--- config.mk ---
export PLATFORM = sky130hd
export DESIGN_NAME = array_linked_list_engine
export DESIGN_NICKNAME = d
export VERILOG_FILES = /design/src/hdl/alle_pkg.sv /design/src/hdl/array_linked_list_engine.sv /design/src/hdl/alle_seq.sv /design/src/hdl/alle_dpath.sv
export SDC_FILE = /design/constraint.sdc
export NUM_CORES = 2
export LEC_CHECK = 0
export BUFFER_PORTS_ARGS = -buffer_cell sky130_fd_sc_hd__buf_4
export CORE_MARGIN = 2
export CORE_UTILIZATION = 35
export CTS_BUF_LIST = sky130_fd_sc_hd__clkbuf_16
export DETAILED_ROUTE_END_ITERATION = 8
export GPL_ROUTABILITY_DRIVEN = 0
export MAX_ROUTING_LAYER = met4
export PLACE_DENSITY = 0.55
export SYNTH_ARGS = -nofsm -noshare
export SYNTH_HDL_FRONTEND = slang
export SYNTH_SLANG_ARGS = --single-unit
export TNS_END_PERCENT = 50
--- constraint.sdc ---
create_clock -name i_clk -period 15 [get_ports i_clk]
set_input_delay 3 -clock i_clk [delete_from_list [all_inputs] [get_ports i_clk]]
set_output_delay 3 -clock i_clk [all_outputs]
set_load 0.02 [all_outputs]
--- src/hdl/alle_pkg.sv ---
// ----------------------------------------------------------------------------
// alle_pkg: shared types and constants for the array linked list engine
// Operation and status codes, microcode control word and datapath flag groups.
// ----------------------------------------------------------------------------
package alle_pkg;

    localparam int DEF_SLOT_COUNT = 64;

    localparam int KIND_W   = 2;
    localparam int VALUE_W  = 32;
    localparam int CAP_W    = 7;
    localparam int STATUS_W = 2;
    localparam int COUNT_W  = 7;

    // a listing never returns more than this many values
    localparam logic [CAP_W-1:0] LIST_LIMIT = 7'd64;

    typedef enum logic [KIND_W-1:0] {
        KIND_PREPEND = 2'd0,
        KIND_REMOVE  = 2'd1,
        KIND_LIST    = 2'd2
    } t_kind;

    typedef enum logic [STATUS_W-1:0] {
        ST_OK        = 2'd0,
        ST_FULL      = 2'd1,
        ST_NOT_FOUND = 2'd2,
        ST_EMPTY     = 2'd3
    } t_status;

    // datapath operation selected by the current microinstruction
    typedef enum logic [2:0] {
        UOP_FETCH     = 3'd0,
        UOP_PP_CHECK  = 3'd1,
        UOP_PP_LINK   = 3'd2,
        UOP_RM_START  = 3'd3,
        UOP_RM_STEP   = 3'd4,
        UOP_RM_UNLINK = 3'd5,
        UOP_LS_START  = 3'd6,
        UOP_LS_STEP   = 3'd7
    } t_uop;

    typedef enum logic [1:0] {
        BR_A    = 2'd0,
        BR_B    = 2'd1,
        BR_ELSE = 2'd2
    } t_br;

    typedef enum logic [2:0] {
        C_NONE       = 3'd0,
        C_TRUE       = 3'd1,
        C_FREE_NULL  = 3'd2,
        C_HEAD_NULL  = 3'd3,
        C_LIST_EMPTY = 3'd4,
        C_MATCH      = 3'd5,
        C_WALK_END   = 3'd6,
        C_LIST_END   = 3'd7
    } t_cond;

    typedef logic [2:0] t_upc;

    typedef struct packed {
        logic    en;
        t_status status;
        logic    last;
    } t_emit;

    typedef struct packed {
        t_uop  op;
        logic  dispatch;
        logic  emit_data;
        t_cond cond_a;
        t_upc  tgt_a;
        t_emit emit_a;
        t_cond cond_b;
        t_upc  tgt_b;
        t_emit emit_b;
        t_upc  tgt_e;
        t_emit emit_e;
    } t_ctrl;

    typedef struct packed {
        logic free_null;
        logic head_null;
        logic list_empty;
        logic match;
        logic walk_end;
        logic list_end;
    } t_flags;

    typedef struct packed {
        logic  fire;
        t_uop  op;
        t_br   br;
        t_emit emit;
        logic  emit_data;
    } t_uctl;

endpackage

--- src/hdl/array_linked_list_engine.sv ---
// Steps: prepend runs fetch, check, link; remove fetch, start, a step per node visited,
// unlink on a hit; listing fetch, start, a step per value. A full prepend ends at check,
// an empty remove or listing at start. Throughput: one operation at a time, the next
// accepted once its last result is issued; a walk visits one node per cycle, set by the
// single read port of the link memory, a listing walk only while the output has room.
// Reset is synchronous; slots at or above the fill mark read as chained.
// ----------------------------------------------------------------------------
// array_linked_list_engine: array backed linked list with free list
// Microcoded sequencer driving a node pool datapath, with a registered output
// stage on the result stream.
// ----------------------------------------------------------------------------
module array_linked_list_engine #(
    parameter int SLOT_COUNT = alle_pkg::DEF_SLOT_COUNT
) (
    input  logic        i_clk,
    input  logic        i_rst_n,
    input  logic        i_s_axis_tvalid,
    output logic        o_s_axis_tready,
    input  logic [39:0] i_s_axis_tdata,   // value[31:0], max_items[38:32], zero pad
    input  logic [1:0]  i_s_axis_tuser,   // kind[1:0]
    output logic        o_m_axis_tvalid,
    input  logic        i_m_axis_tready,
    output logic [39:0] o_m_axis_tdata,   // data_value[31:0], entry_count[38:32], zero pad
    output logic [1:0]  o_m_axis_tuser,   // status[1:0]
    output logic        o_m_axis_tlast    // last
);

    alle_pkg::t_flags w_flags;
    alle_pkg::t_uctl  w_uctl;
    logic             w_out_room;
    logic [alle_pkg::VALUE_W-1:0] w_data;
    logic [alle_pkg::COUNT_W-1:0] w_count;

    logic                          r_out_valid;
    alle_pkg::t_status             r_out_status;
    logic [alle_pkg::VALUE_W-1:0]  r_out_data;
    logic [alle_pkg::COUNT_W-1:0]  r_out_count;
    logic                          r_out_last;

    assign w_out_room = !r_out_valid || i_m_axis_tready;

    alle_seq u_seq (
        .i_clk      (i_clk),
        .i_rst_n    (i_rst_n),
        .i_in_valid (i_s_axis_tvalid),
        .i_kind     (i_s_axis_tuser),
        .i_flags    (w_flags),
        .i_out_room (w_out_room),
        .o_in_ready (o_s_axis_tready),
        .o_uctl     (w_uctl)
    );

    alle_dpath #(
        .SLOT_COUNT (SLOT_COUNT)
    ) u_dpath (
        .i_clk       (i_clk),
        .i_rst_n     (i_rst_n),
        .i_uctl      (w_uctl),
        .i_value     (i_s_axis_tdata[31:0]),
        .i_max_items (i_s_axis_tdata[38:32]),
        .o_flags     (w_flags),
        .o_data      (w_data),
        .o_count     (w_count)
    );

    always_ff @(posedge i_clk) begin
        if (!i_rst_n) begin
            r_out_valid <= 1'b0;
        end else if (w_uctl.fire && w_uctl.emit.en) begin
            r_out_valid <= 1'b1;
        end else if (i_m_axis_tready) begin
            r_out_valid <= 1'b0;
        end
    end

    always_ff @(posedge i_clk) begin
        if (w_uctl.fire && w_uctl.emit.en) begin
            r_out_status <= w_uctl.emit.status;
            r_out_data   <= w_uctl.emit_data ? w_data : '0;
            r_out_count  <= w_count;
            r_out_last   <= w_uctl.emit.last;
        end
    end

    assign o_m_axis_tvalid = r_out_valid;
    assign o_m_axis_tdata  = {1'b0, r_out_count, r_out_data};
    assign o_m_axis_tuser  = r_out_status;
    assign o_m_axis_tlast  = r_out_last;

endmodule

--- src/hdl/alle_seq.sv ---
// ----------------------------------------------------------------------------
// alle_seq: microcode sequencer
// Step counter, control store and branch selection. A step fires unless it
// waits for an input transaction or its result finds the output stage full.
// ----------------------------------------------------------------------------
module alle_seq (
    input  logic                        i_clk,
    input  logic                        i_rst_n,
    input  logic                        i_in_valid,
    input  logic [alle_pkg::KIND_W-1:0] i_kind,
    input  alle_pkg::t_flags            i_flags,
    input  logic                        i_out_room,
    output logic                        o_in_ready,
    output alle_pkg::t_uctl             o_uctl
);

    localparam alle_pkg::t_upc PC_FETCH = 3'd0;
    localparam alle_pkg::t_upc PC_PP0   = 3'd1;
    localparam alle_pkg::t_upc PC_PP1   = 3'd2;
    localparam alle_pkg::t_upc PC_RM0   = 3'd3;
    localparam alle_pkg::t_upc PC_RM1   = 3'd4;
    localparam alle_pkg::t_upc PC_RM2   = 3'd5;
    localparam alle_pkg::t_upc PC_LS0   = 3'd6;
    localparam alle_pkg::t_upc PC_LS1   = 3'd7;

    localparam alle_pkg::t_emit E_NONE = '{en: 1'b0, status: alle_pkg::ST_OK, last: 1'b0};
    localparam alle_pkg::t_emit E_OK   = '{en: 1'b1, status: alle_pkg::ST_OK, last: 1'b1};
    localparam alle_pkg::t_emit E_MORE = '{en: 1'b1, status: alle_pkg::ST_OK, last: 1'b0};
    localparam alle_pkg::t_emit E_FULL = '{en: 1'b1, status: alle_pkg::ST_FULL, last: 1'b1};
    localparam alle_pkg::t_emit E_MISS = '{en: 1'b1, status: alle_pkg::ST_NOT_FOUND,
                                           last: 1'b1};
    localparam alle_pkg::t_emit E_EMPTY = '{en: 1'b1, status: alle_pkg::ST_EMPTY, last: 1'b1};

    // control store
    function automatic alle_pkg::t_ctrl rom_word(input alle_pkg::t_upc pc);
        alle_pkg::t_ctrl w;
        w = '{op: alle_pkg::UOP_FETCH, dispatch: 1'b1, emit_data: 1'b0,
              cond_a: alle_pkg::C_NONE, tgt_a: PC_FETCH, emit_a: E_NONE,
              cond_b: alle_pkg::C_NONE, tgt_b: PC_FETCH, emit_b: E_NONE,
              tgt_e: PC_FETCH, emit_e: E_NONE};
        case (pc)
            PC_PP0: begin
                w.op = alle_pkg::UOP_PP_CHECK; w.dispatch = 1'b0;
                w.cond_a = alle_pkg::C_FREE_NULL; w.emit_a = E_FULL;
                w.tgt_e = PC_PP1;
            end
            PC_PP1: begin
                w.op = alle_pkg::UOP_PP_LINK; w.dispatch = 1'b0;
                w.cond_a = alle_pkg::C_TRUE; w.emit_a = E_OK;
            end
            PC_RM0: begin
                w.op = alle_pkg::UOP_RM_START; w.dispatch = 1'b0;
                w.cond_a = alle_pkg::C_HEAD_NULL; w.emit_a = E_MISS;
                w.tgt_e = PC_RM1;
            end
            PC_RM1: begin
                w.op = alle_pkg::UOP_RM_STEP; w.dispatch = 1'b0;
                w.cond_a = alle_pkg::C_MATCH; w.tgt_a = PC_RM2;
                w.cond_b = alle_pkg::C_WALK_END; w.emit_b = E_MISS;
                w.tgt_e = PC_RM1;
            end
            PC_RM2: begin
                w.op = alle_pkg::UOP_RM_UNLINK; w.dispatch = 1'b0;
                w.cond_a = alle_pkg::C_TRUE; w.emit_a = E_OK;
            end
            PC_LS0: begin
                w.op = alle_pkg::UOP_LS_START; w.dispatch = 1'b0;
                w.cond_a = alle_pkg::C_LIST_EMPTY; w.emit_a = E_EMPTY;
                w.tgt_e = PC_LS1;
            end
            PC_LS1: begin
                w.op = alle_pkg::UOP_LS_STEP; w.dispatch = 1'b0; w.emit_data = 1'b1;
                w.cond_a = alle_pkg::C_LIST_END; w.emit_a = E_OK;
                w.tgt_e = PC_LS1; w.emit_e = E_MORE;
            end
            default: ;
        endcase
        return w;
    endfunction

    function automatic logic cond_hit(input alle_pkg::t_cond c, input alle_pkg::t_flags f);
        logic h;
        case (c)
            alle_pkg::C_TRUE:       h = 1'b1;
            alle_pkg::C_FREE_NULL:  h = f.free_null;
            alle_pkg::C_HEAD_NULL:  h = f.head_null;
            alle_pkg::C_LIST_EMPTY: h = f.list_empty;
            alle_pkg::C_MATCH:      h = f.match;
            alle_pkg::C_WALK_END:   h = f.walk_end;
            alle_pkg::C_LIST_END:   h = f.list_end;
            default:                h = 1'b0;
        endcase
        return h;
    endfunction

    alle_pkg::t_upc  r_upc;
    alle_pkg::t_upc  n_upc;
    alle_pkg::t_ctrl w_ctrl;
    alle_pkg::t_br   w_br;
    alle_pkg::t_emit w_emit;
    alle_pkg::t_upc  w_tgt;
    alle_pkg::t_upc  w_disp;
    logic            w_fire;

    always_comb begin
        w_ctrl = rom_word(r_upc);
        if (cond_hit(w_ctrl.cond_a, i_flags)) begin
            w_br = alle_pkg::BR_A; w_emit = w_ctrl.emit_a; w_tgt = w_ctrl.tgt_a;
        end else if (cond_hit(w_ctrl.cond_b, i_flags)) begin
            w_br = alle_pkg::BR_B; w_emit = w_ctrl.emit_b; w_tgt = w_ctrl.tgt_b;
        end else begin
            w_br = alle_pkg::BR_ELSE; w_emit = w_ctrl.emit_e; w_tgt = w_ctrl.tgt_e;
        end

        case (i_kind)
            alle_pkg::KIND_PREPEND: w_disp = PC_PP0;
            alle_pkg::KIND_REMOVE:  w_disp = PC_RM0;
            alle_pkg::KIND_LIST:    w_disp = PC_LS0;
            default:                w_disp = PC_FETCH;  // unused kind: dropped
        endcase

        w_fire = w_ctrl.dispatch ? i_in_valid : !(w_emit.en && !i_out_room);

        n_upc = r_upc;
        if (w_fire) begin
            n_upc = w_ctrl.dispatch ? w_disp : w_tgt;
        end
    end

    assign o_in_ready        = w_ctrl.dispatch;
    assign o_uctl.fire       = w_fire;
    assign o_uctl.op         = w_ctrl.op;
    assign o_uctl.br         = w_br;
    assign o_uctl.emit       = w_emit;
    assign o_uctl.emit_data  = w_ctrl.emit_data;

    always_ff @(posedge i_clk) begin
        if (!i_rst_n) begin
            r_upc <= PC_FETCH;
        end else begin
            r_upc <= n_upc;
        end
    end

endmodule

--- src/hdl/alle_dpath.sv ---
// ----------------------------------------------------------------------------
// alle_dpath: node pool datapath
// Value and link memories, head pointers, element count and walk registers.
// Slots at or above the fill mark were never allocated and link to slot+1.
// ----------------------------------------------------------------------------
module alle_dpath #(
    parameter int SLOT_COUNT = alle_pkg::DEF_SLOT_COUNT
) (
    input  logic                          i_clk,
    input  logic                          i_rst_n,
    input  alle_pkg::t_uctl               i_uctl,
    input  logic [alle_pkg::VALUE_W-1:0]  i_value,
    input  logic [alle_pkg::CAP_W-1:0]    i_max_items,
    output alle_pkg::t_flags              o_flags,
    output logic [alle_pkg::VALUE_W-1:0]  o_data,
    output logic [alle_pkg::COUNT_W-1:0]  o_count
);

    localparam int LW = $clog2(SLOT_COUNT + 1);
    localparam int SW = $clog2(SLOT_COUNT);
    localparam logic [LW-1:0] NULL_LINK = LW'(SLOT_COUNT);

    logic [alle_pkg::VALUE_W-1:0] r_values [SLOT_COUNT];
    logic [LW-1:0]                r_links  [SLOT_COUNT];

    logic [LW-1:0] r_list_head, n_list_head;
    logic [LW-1:0] r_free_head, n_free_head;
    logic [LW-1:0] r_count,     n_count;
    logic [LW-1:0] r_fill,      n_fill;
    logic [LW-1:0] r_cur,       n_cur;
    logic [LW-1:0] r_prev,      n_prev;
    logic [LW-1:0] r_steps,     n_steps;
    logic [alle_pkg::CAP_W-1:0]   r_left, n_left;
    logic [alle_pkg::CAP_W-1:0]   r_cap,  n_cap;
    logic [alle_pkg::VALUE_W-1:0] r_val,  n_val;

    logic [alle_pkg::VALUE_W-1:0] r_value_q;
    logic [LW-1:0]                r_link_q;
    logic [SW-1:0]                r_raddr_q;

    logic [LW-1:0] w_raddr_ext;
    logic [LW-1:0] w_link_eff;
    logic [LW-1:0] w_steps_next;
    logic          w_rd_en;
    logic [SW-1:0] w_rd_addr;
    logic          w_val_we;
    logic [SW-1:0] w_val_waddr;
    logic          w_link_we;
    logic [SW-1:0] w_link_waddr;
    logic [LW-1:0] w_link_wdata;

    assign w_raddr_ext  = LW'(r_raddr_q);
    assign w_link_eff   = (w_raddr_ext >= r_fill) ? LW'(w_raddr_ext + 1'b1) : r_link_q;
    assign w_steps_next = LW'(r_steps + 1'b1);

    assign o_flags.free_null  = (r_free_head >= NULL_LINK);
    assign o_flags.head_null  = (r_list_head >= NULL_LINK);
    assign o_flags.list_empty = (r_list_head >= NULL_LINK) || (r_cap == '0);
    assign o_flags.match      = (r_value_q == r_val);
    assign o_flags.walk_end   = (w_link_eff >= NULL_LINK) || (w_steps_next >= NULL_LINK);
    assign o_flags.list_end   = (w_link_eff >= NULL_LINK) || (w_steps_next >= NULL_LINK)
                                || (r_left == alle_pkg::CAP_W'(1));

    assign o_data  = r_value_q;
    assign o_count = alle_pkg::COUNT_W'(n_count);

    always_comb begin
        n_list_head  = r_list_head;
        n_free_head  = r_free_head;
        n_count      = r_count;
        n_fill       = r_fill;
        n_cur        = r_cur;
        n_prev       = r_prev;
        n_steps      = r_steps;
        n_left       = r_left;
        n_cap        = r_cap;
        n_val        = r_val;
        w_rd_en      = 1'b0;
        w_rd_addr    = r_list_head[SW-1:0];
        w_val_we     = 1'b0;
        w_val_waddr  = r_free_head[SW-1:0];
        w_link_we    = 1'b0;
        w_link_waddr = r_free_head[SW-1:0];
        w_link_wdata = r_list_head;

        if (i_uctl.fire) begin
            case (i_uctl.op)
                alle_pkg::UOP_FETCH: begin
                    n_val = i_value;
                    n_cap = (i_max_items > alle_pkg::LIST_LIMIT) ? alle_pkg::LIST_LIMIT
                                                                 : i_max_items;
                end
                alle_pkg::UOP_PP_CHECK: begin
                    if (i_uctl.br == alle_pkg::BR_ELSE) begin
                        w_val_we  = 1'b1;
                        w_rd_en   = 1'b1;
                        w_rd_addr = r_free_head[SW-1:0];
                    end
                end
                alle_pkg::UOP_PP_LINK: begin
                    w_link_we   = 1'b1;
                    n_list_head = r_free_head;
                    n_free_head = w_link_eff;
                    n_count     = LW'(r_count + 1'b1);
                    if (r_free_head == r_fill) begin
                        n_fill = LW'(r_fill + 1'b1);
                    end
                end
                alle_pkg::UOP_RM_START: begin
                    if (i_uctl.br == alle_pkg::BR_ELSE) begin
                        n_cur     = r_list_head;
                        n_prev    = NULL_LINK;
                        n_steps   = '0;
                        w_rd_en   = 1'b1;
                        w_rd_addr = r_list_head[SW-1:0];
                    end
                end
                alle_pkg::UOP_RM_STEP: begin
                    if (i_uctl.br == alle_pkg::BR_A) begin
                        // bypass the matching node
                        if (r_prev >= NULL_LINK) begin
                            n_list_head = w_link_eff;
                        end else begin
                            w_link_we    = 1'b1;
                            w_link_waddr = r_prev[SW-1:0];
                            w_link_wdata = w_link_eff;
                        end
                    end else begin
                        n_prev  = r_cur;
                        n_cur   = w_link_eff;
                        n_steps = w_steps_next;
                        if (i_uctl.br == alle_pkg::BR_ELSE) begin
                            w_rd_en   = 1'b1;
                            w_rd_addr = w_link_eff[SW-1:0];
                        end
                    end
                end
                alle_pkg::UOP_RM_UNLINK: begin
                    w_link_we    = 1'b1;
                    w_link_waddr = r_cur[SW-1:0];
                    w_link_wdata = r_free_head;
                    n_free_head  = r_cur;
                    if (r_count != '0) begin
                        n_count = LW'(r_count - 1'b1);
                    end
                end
                alle_pkg::UOP_LS_START: begin
                    if (i_uctl.br == alle_pkg::BR_ELSE) begin
                        n_left    = r_cap;
                        n_steps   = '0;
                        w_rd_en   = 1'b1;
                        w_rd_addr = r_list_head[SW-1:0];
                    end
                end
                alle_pkg::UOP_LS_STEP: begin
                    if (i_uctl.br == alle_pkg::BR_ELSE) begin
                        n_left    = alle_pkg::CAP_W'(r_left - 1'b1);
                        n_steps   = w_steps_next;
                        w_rd_en   = 1'b1;
                        w_rd_addr = w_link_eff[SW-1:0];
                    end
                end
                default: ;
            endcase
        end
    end

    // value memory
    always_ff @(posedge i_clk) begin
        if (w_val_we) begin
            r_values[w_val_waddr] <= r_val;
        end
        if (w_rd_en) begin
            r_value_q <= r_values[w_rd_addr];
        end
    end

    // link memory
    always_ff @(posedge i_clk) begin
        if (w_link_we) begin
            r_links[w_link_waddr] <= w_link_wdata;
        end
        if (w_rd_en) begin
            r_link_q  <= r_links[w_rd_addr];
            r_raddr_q <= w_rd_addr;
        end
    end

    always_ff @(posedge i_clk) begin
        if (!i_rst_n) begin
            r_list_head <= NULL_LINK;
            r_free_head <= '0;
            r_count     <= '0;
            r_fill      <= '0;
        end else begin
            r_list_head <= n_list_head;
            r_free_head <= n_free_head;
            r_count     <= n_count;
            r_fill      <= n_fill;
        end
    end

    always_ff @(posedge i_clk) begin
        r_cur   <= n_cur;
        r_prev  <= n_prev;
        r_steps <= n_steps;
        r_left  <= n_left;
        r_cap   <= n_cap;
        r_val   <= n_val;
    end

endmodule

# Word level (Yosys, flattened, before mapping)
# Memories as Yosys holds them, arrays and structs flattened. A register that Yosys moved wholly into a read port is not among the register bits.
# Cells that the tools add are included.
[totals]
regBits = 147
ram_bits = 2496
in_bits = 46
out_inout_bits = 45
wordCells = 178
n_memories = 2
[memory_table]
columns = ["name", "depth", "width", "rd", "rd_clocked_by_memory_dff", "wr", "line_no", "source"]
rows = [
  ["u_dpath.r_values", 64, 32, 1, 1, 1, "alle_dpath.sv:23", "logic [alle_pkg::VALUE_W-1:0] r_values [SLOT_COUNT];"],
  ["u_dpath.r_links", 64, 7, 1, 1, 1, "alle_dpath.sv:24", "logic [LW-1:0] r_links [SLOT_COUNT];"],
]
[op_classes]
n_addsub = 6
n_lt_le_gt_ge = 7
eq_ne = 41
mux = 71
n_reduce_logical = 34
[op_table]
columns = ["op", "count"]
rows = [
  ["7-bit two-way mux", 17],
  ["7-bit case mux with 2 select lines", 7],
  ["3-bit equality test, second input constant", 16],
  ["6-bit two-way mux", 7],
  ["7-bit greater-or-equal comparator, second input constant", 5],
  ["32-bit equality test", 1],
  ["4-bit case mux with 7 select lines", 1],
  ["3-bit by 2-bit equality test with 1-bit output, second input constant", 8],
  ["7-bit by 1-bit adder with 7-bit output, second input constant", 3],
  ["7-bit case mux with 3 select lines", 1],
  ["3-bit case mux with 3 select lines", 2],
  ["3-bit case mux with 6 select lines", 1],
  ["6-bit case mux with 3 select lines", 1],
  ["1-bit two-way mux", 17],
  ["4-bit two-way mux", 4],
  ["4-bit case mux with 4 select lines", 1],
  ["3-bit two-way mux", 5],
  ["1-bit case mux with 7 select lines", 2],
  ["7-bit by 1-bit subtractor with 7-bit output, second input constant", 2],
  ["3-bit by 1-bit equality test with 1-bit output, second input constant", 4],
  ["2-bit by 1-bit inequality test with 1-bit output, second input constant", 6],
  ["6-bit case mux with 2 select lines", 1],
  ["4-bit AND reduction", 3],
  ["2-bit nonzero test", 5],
  ["other kinds (24)", 39],
]

# Depth between registers and ports, before layout
[logic_depth]
ltp_word = 15
mapped_depth = 20
depth_no_buf = 16

# Hierarchy
# A second synthesis with hierarchy kept.
[unflattened]
hier_cells = 7946
hier_area_um2 = 108056.1
[modules_own_cells]
columns = ["mod", "instances", "cells_each", "area_per_inst_um2", "seq_area_each_um2"]
rows = [
  ["alle_dpath", 1, 7786, 105912.8, 78875.6],
  ["array_linked_list_engine", 1, 84, 1569.0, 1281.2],
  ["alle_seq", 1, 76, 574.3, 60.1],
]

# Least setup slack after synthesis
# No wires, ideal clock.
[synth_timing]
path_kind = "input to register"
start = "input i_m_axis_tready"
end = "register u_dpath.r_value_q, in the netlist u_dpath.o_data[0] (read register of u_dpath.r_values), enable pin"
setup_ps = 503
arrival_time_ps = 7062
required_ps = 14497
path_slack_ps = 7435
cell_stages = 6
n_path_buf = 1
cell_sequence = "nand2b_1 -> nor2_1 -> a21oi_1 -> clkbuf_1 -> nand2_1 -> nor3_1"
[synth_between]
elab_chain_len = 6
word_cells_on_any_way = 7
cone_classes = "mux (3); reduce/logical (4)"
[synth_rtl]
columns = ["element", "line_no", "source"]
rows = [
  ["start: declaration", "array_linked_list_engine.sv:22", "input logic i_m_axis_tready,"],
  ["1-bit logical OR", "array_linked_list_engine.sv:40", "assign w_out_room = !r_out_valid || i_m_axis_tready;"],
  ["1-bit logical NOT", "alle_seq.sv:122", "w_fire = w_ctrl.dispatch ? i_in_valid : !(w_emit.en && !i_out_room);"],
  ["1-bit logical AND", "alle_seq.sv:122", ""],
  ["1-bit logical NOT", "alle_seq.sv:122", ""],
  ["1-bit two-way mux", "alle_seq.sv:122", ""],
  ["1-bit two-way mux", "alle_dpath.sv:86", "if (i_uctl.fire) begin"],
  ["via u_dpath.w_rd_en", "alle_dpath.sv:44", "logic w_rd_en;"],
  ["end: declaration", "alle_dpath.sv:37", "logic [alle_pkg::VALUE_W-1:0] r_value_q;"],
]
# The timed path passes the listed nets, and every way through them passes these cells.
# A chain may end at the register's enable or synchronous reset.

# Worst setup path after layout
[layout_timing]
start = "register u_dpath.r_val[11] (netlist name)"
end = "register u_dpath.r_link_q[6] (read register of u_dpath.r_links), data pin"
[layout_between]
elab_chain_len = 10
word_cells_on_any_way = 22
cone_classes = "eq/ne (2); mux (17); reduce/logical (3)"
[layout_rtl]
columns = ["element", "line_no", "source"]
rows = [
  ["start: declaration", "alle_dpath.sv:35", "logic [alle_pkg::VALUE_W-1:0] r_val, n_val;"],
  ["start signal: assignment", "alle_dpath.sv:209", "r_val <= n_val;"],
  ["32-bit equality test *", "alle_dpath.sv:59", "assign o_flags.match = (r_value_q == r_val);"],
  ["1-bit case mux with 7 select lines", "alle_seq.sv:83", "case (c)"],
  ["1-bit two-way mux", "alle_seq.sv:107", "if (cond_hit(w_ctrl.cond_a, i_flags)) begin"],
  ["2-bit two-way mux", "alle_seq.sv:109", "end else if (cond_hit(w_ctrl.cond_b, i_flags)) begin"],
  ["2-bit two-way mux", "alle_seq.sv:107", ""],
  ["2-bit equality test", "-", ""],
  ["6-bit two-way mux or 1-bit two-way mux (tied branches)", "-", ""],
  ["6-bit two-way mux or 1-bit two-way mux (tied branches)", "alle_dpath.sv:119", "if (i_uctl.br == alle_pkg::BR_A) begin"],
  ["6-bit case mux with 3 select lines or 1-bit case mux with 2 select lines (tied branches)", "alle_dpath.sv:87", "case (i_uctl.op)"],
  ["6-bit two-way mux or 1-bit two-way mux (tied branches)", "alle_dpath.sv:86", ""],
  ["end: declaration", "alle_dpath.sv:38", "logic [LW-1:0] r_link_q;"],
]
# Every way passes the cells marked *; elsewhere a longest branch is shown, timed or not. The select of a mux whose other input is x is not followed.

==> impl_metrics.yaml <==
timing:
  max_freq_ghz: 0.119
  final_max_slew_viol_count: 0
  max-slew-margin-rel_pct: 9.91
  finalSetupViolCount: 0
  tightest_slew_ns: 1.34
  fin_crit_sh_pct: 56.2
  whs_ns: 0.560
  finalHoldViolCount: 0
  rsz0062_at_grt: "no"
  min_period_ns: 8.43
  fin_tns_setup_ns: 0
  final.setup_skew_ns: 0.0645
logic_synthesis:
  syn-num-nets: 7698
  synth_top_family_by_area: "simple AND/OR/NAND/NOR gates"
  ys_types: 84
  synth_xor_area_share_pct: 0.503
  yosys.area.top_type: "edfxtp_1"
  synth_ff_type: "edfxtp_1"
  syn_area_sq_um: 108000
  synth.area.top_cells: "edfxtp_1 74%, nand2_1 5.8%, mux2i_1 5.2%"
  synth_fa_ha_area_share_pct: 0.209
  synth_top_cell_area_share_pct: 73.8
  synth-edff-count: 2650
  ys_seq_elements: 2682
  synth-compound-area-share_pct: 5.77
  ys_warn_count: 0
  synthMuxAreaShare_pct: 5.19
  synthSimpleGateAreaFrac_pct: 11.6
  netlist_instances: 7634
  async_reset_ff_share_pct: 0
  avgSynthCellArea_sq_um: 14.1
  synth-seq-area-share_pct: 74.4
final_layout:
  area_delta_synth_final_pct: 13.5
  layout-drive-gt1-share_pct: 10.2
  layout.nets: 7828
  final_area_sq_um: 122000
  final_cells: 12100
grt:
  globalRouteOverflowTotal: 0
  grt_pass1_vias: 63200
  grt_usage_pct: 21.0
  grt_max_degree: 154
  grt_pass1_wl_microns: 466000
  antenna_found_initial: 8
critical_path:
  path_buf_inv: 5
  start_kind: "flip-flop"
  cp_data_arrival_time_ns: 9.11
  cp-end-kind: "flip-flop"
  path_cells: "buf_4 > xnor2_1 > nand4_1 > or4_4 > nor3_4 > nor2_1 > a21boi_4 > buf_4 > a21o_4 > buf_4 > buf_12 > buf_4 > a211oi_1 > a311oi_1 > a311oi_1 > nor4_1 > o32a_1"
  critPathKind: "flip-flop to flip-flop"
  cpPeakStageDelay_ns: 0.82
  slowest_stage: "buf_4"
  path_delay_family: "buffers and inverters"
  critical_path_required_ns: 15.68
  cp_max_fo: 150
  cpMostUsedCell: "buf_4"
power_and_ir_drop:
  p_clk_share_pct: 22.9
  seqPwrFrac_pct: 32.5
  vdd_drop_max_mv: 0.366
  p_int_mw: 16.5
  p_switching_mw: 12.4
  power_density_nw_per_um2: 235
  combPwrFrac_pct: 44.6
  switching_share_pct: 42.9
  p_leak_nw: 42.5
clock_tree:
  post_cts_buffers: 0
  root_buffer: "clkbuf_16"
  ctsHoldBuffers: 0
  path_clk_slew_ns: 0.06
  cts_tree: "yes"
  cts_resized: 0
  cts_buffer_depth: 4
  cts_sinks: 2682
  cts_made_buffers: 277
  htree_levels: 5
  clk_latency_ns: 0.87
place:
  io_buffers: 88
  dpl_cell_area_sq_um: 114000
  dp.cells: 11600
  dp_hpwl_microns: 183000
drt:
  drc: 0
  vias: 66400
  wirelength_microns: 330000
  vias_per_cell: 5.50
  drt_iter0_drc: 8444
  wl_per_cell_microns: 27.3
  drt_pass1_iterations: 7
  ant_nets: 0
floorplanning:
  initial_core_util_pct: 35.2
  die_x_microns: 559
  ioPinCount: 91
  core_sq_um: 306000
  dieArea_sq_um: 313000
  die_y_microns: 559
  num_rows: 203
outcome:
  status: "finished, final reports clean"
job:
  drv_cap: 0
hold_path:
  worstHoldPathType: "flip-flop to flip-flop"
==> power groups by stage <==
stage / Combinational (mW) / Clock, mW / Sequential, mW
floorplan: 7.76 / 0 / 9.69
global placement: 12.6 / 0 / 9.50
detailed placement: 12.7 / 0 / 9.51
CTS: 12.8 / 6.69 / 9.35
global route: 13.7 / 6.97 / 9.37
finish: 12.9 / 6.60 / 9.36
==> metal layers <==
| layer | global-route usage [%] | routed length [microns] | vias up |
|---|---|---|---|
| met5 | - | 0 | - |
| met3 | 3.69 | 28400 | 455 |
| met2 | 32.9 | 154000 | 2903 |
| met4 | 6.07 | 10100 | 0 |
| li1 | - | - | 29000 |
| met1 | 27.9 | 137000 | 34000 |
==> layout make-up <==
cell class | count | area, sq um
tap | 4100 | 5130
clock inverter | 194 | 1430
fill | 28300 | 184000
sequential | 2682 | 80200
multi-input combinational | 4421 | 25800
clock buffer | 284 | 7110
inverter | 65 | 264
timing repair buffer | 317 | 2490
antenna | 7 | 17.5
==> layout by cell type (no fill, tap or decap), types with 52 or more instances in the layout <==
| cell | n |
|---|---|
| mux2i_1 | 558 |
| inv_1 | 119 |
| edfxtp_1 | 2650 |
| a31oi_1 | 141 |
| clkbuf_16 | 284 |
| nor2_4 | 72 |
| nand3_1 | 791 |
| a32oi_1 | 64 |
| a311oi_1 | 52 |
| clkinv_1 | 55 |
| o21ai_0 | 99 |
| a211oi_1 | 97 |
| buf_4 | 308 |
| nor2_1 | 163 |
| nand2_1 | 1678 |
| and2_1 | 60 |
| a21oi_1 | 124 |
==> worst paths after layout <==
check | startpoint | endpoint | slack (ns) | cells after the start
max | u_dpath.r_val[11]$_DFFE_PP_ | u_dpath.r_link_q[6]$_DFFE_PP_ | 6.57 | 17
min | u_dpath.r_cur[6]$_DFFE_PP_ | u_dpath.r_prev[6]$_SDFFCE_PN1P_ | 0.56 | 1
max reg2reg | u_dpath.r_val[11]$_DFFE_PP_ | u_dpath.r_link_q[6]$_DFFE_PP_ | 6.57 | 17
min reg2reg | u_dpath.r_cur[6]$_DFFE_PP_ | u_dpath.r_prev[6]$_SDFFCE_PN1P_ | 0.56 | 1
==> cells by family after synthesis <==
group	after synthesis
muxes	559
DFF	2682
xor gates and xnor gates	62
and+or+nand+nor	2923
adders and majority gates	18
AOI/OAI and AO/OA	858
buffers and inverters	531
other	1
==> Yosys cell counts, drive strengths merged, types with 4 or more instances <==
| master | instances |
|---|---|
| a32o | 6 |
| dfxtp | 32 |
| a32oi | 64 |
| and3 | 13 |
| o221ai | 24 |
| ha | 18 |
| nand4 | 39 |
| a41o | 9 |
| nand2b | 5 |
| nor2 | 239 |
| edfxtp | 2650 |
| a22o | 16 |
| o211ai | 31 |
| a22oi | 22 |
| a2111oi | 8 |
| nor2b | 19 |
| xnor2 | 42 |
| or4 | 6 |
| a221oi | 29 |
| o2111ai | 25 |
| nand3 | 791 |
| a21o | 9 |
| nor4 | 22 |
| o211a | 7 |
| a31oi | 143 |
| nand2 | 1679 |
| nor3 | 28 |
| xor2 | 20 |
| o32a | 32 |
| a21boi | 7 |
| o31ai | 4 |
| mux2i | 559 |
| o22ai | 9 |
| buf | 323 |
| o22a | 6 |
| and2 | 62 |
| a21oi | 128 |
| a311oi | 52 |
| clkbuf | 143 |
| a211oi | 99 |
| o21ai | 106 |
| inv | 65 |
==> metrics by stage <==
step           power, mW  util (%)  setup WS (ns)
3_3_place_gp        22.1      37.2           5.84
3_5_place_dp        22.3      37.2           5.77
5_1_grt             30.0      40.0           6.23
2_1_floorplan       17.4         -           7.43
6_report            28.8      40.0           6.57
4_1_cts             28.8      40.0           6.60
==> sequential cells by signal, summed over array words and instances, names as in the netlist, 2 cells and up <==
name / flops
u_dpath.r_values: 2048
u_dpath.r_links: 448
r_out_data: 32
u_dpath.o_data: 32
u_dpath.r_val: 32
r_out_count: 7
u_dpath.r_cap: 7
u_dpath.r_count: 7
u_dpath.r_cur: 7
u_dpath.r_fill: 7
u_dpath.r_free_head: 7
u_dpath.r_left: 7
u_dpath.r_link_q: 7
u_dpath.r_list_head: 7
u_dpath.r_prev: 7
u_dpath.r_steps: 7
u_dpath.r_raddr_q: 6
u_seq.r_upc: 3
o_m_axis_tuser: 2
(Power assumes the default switching activity.)
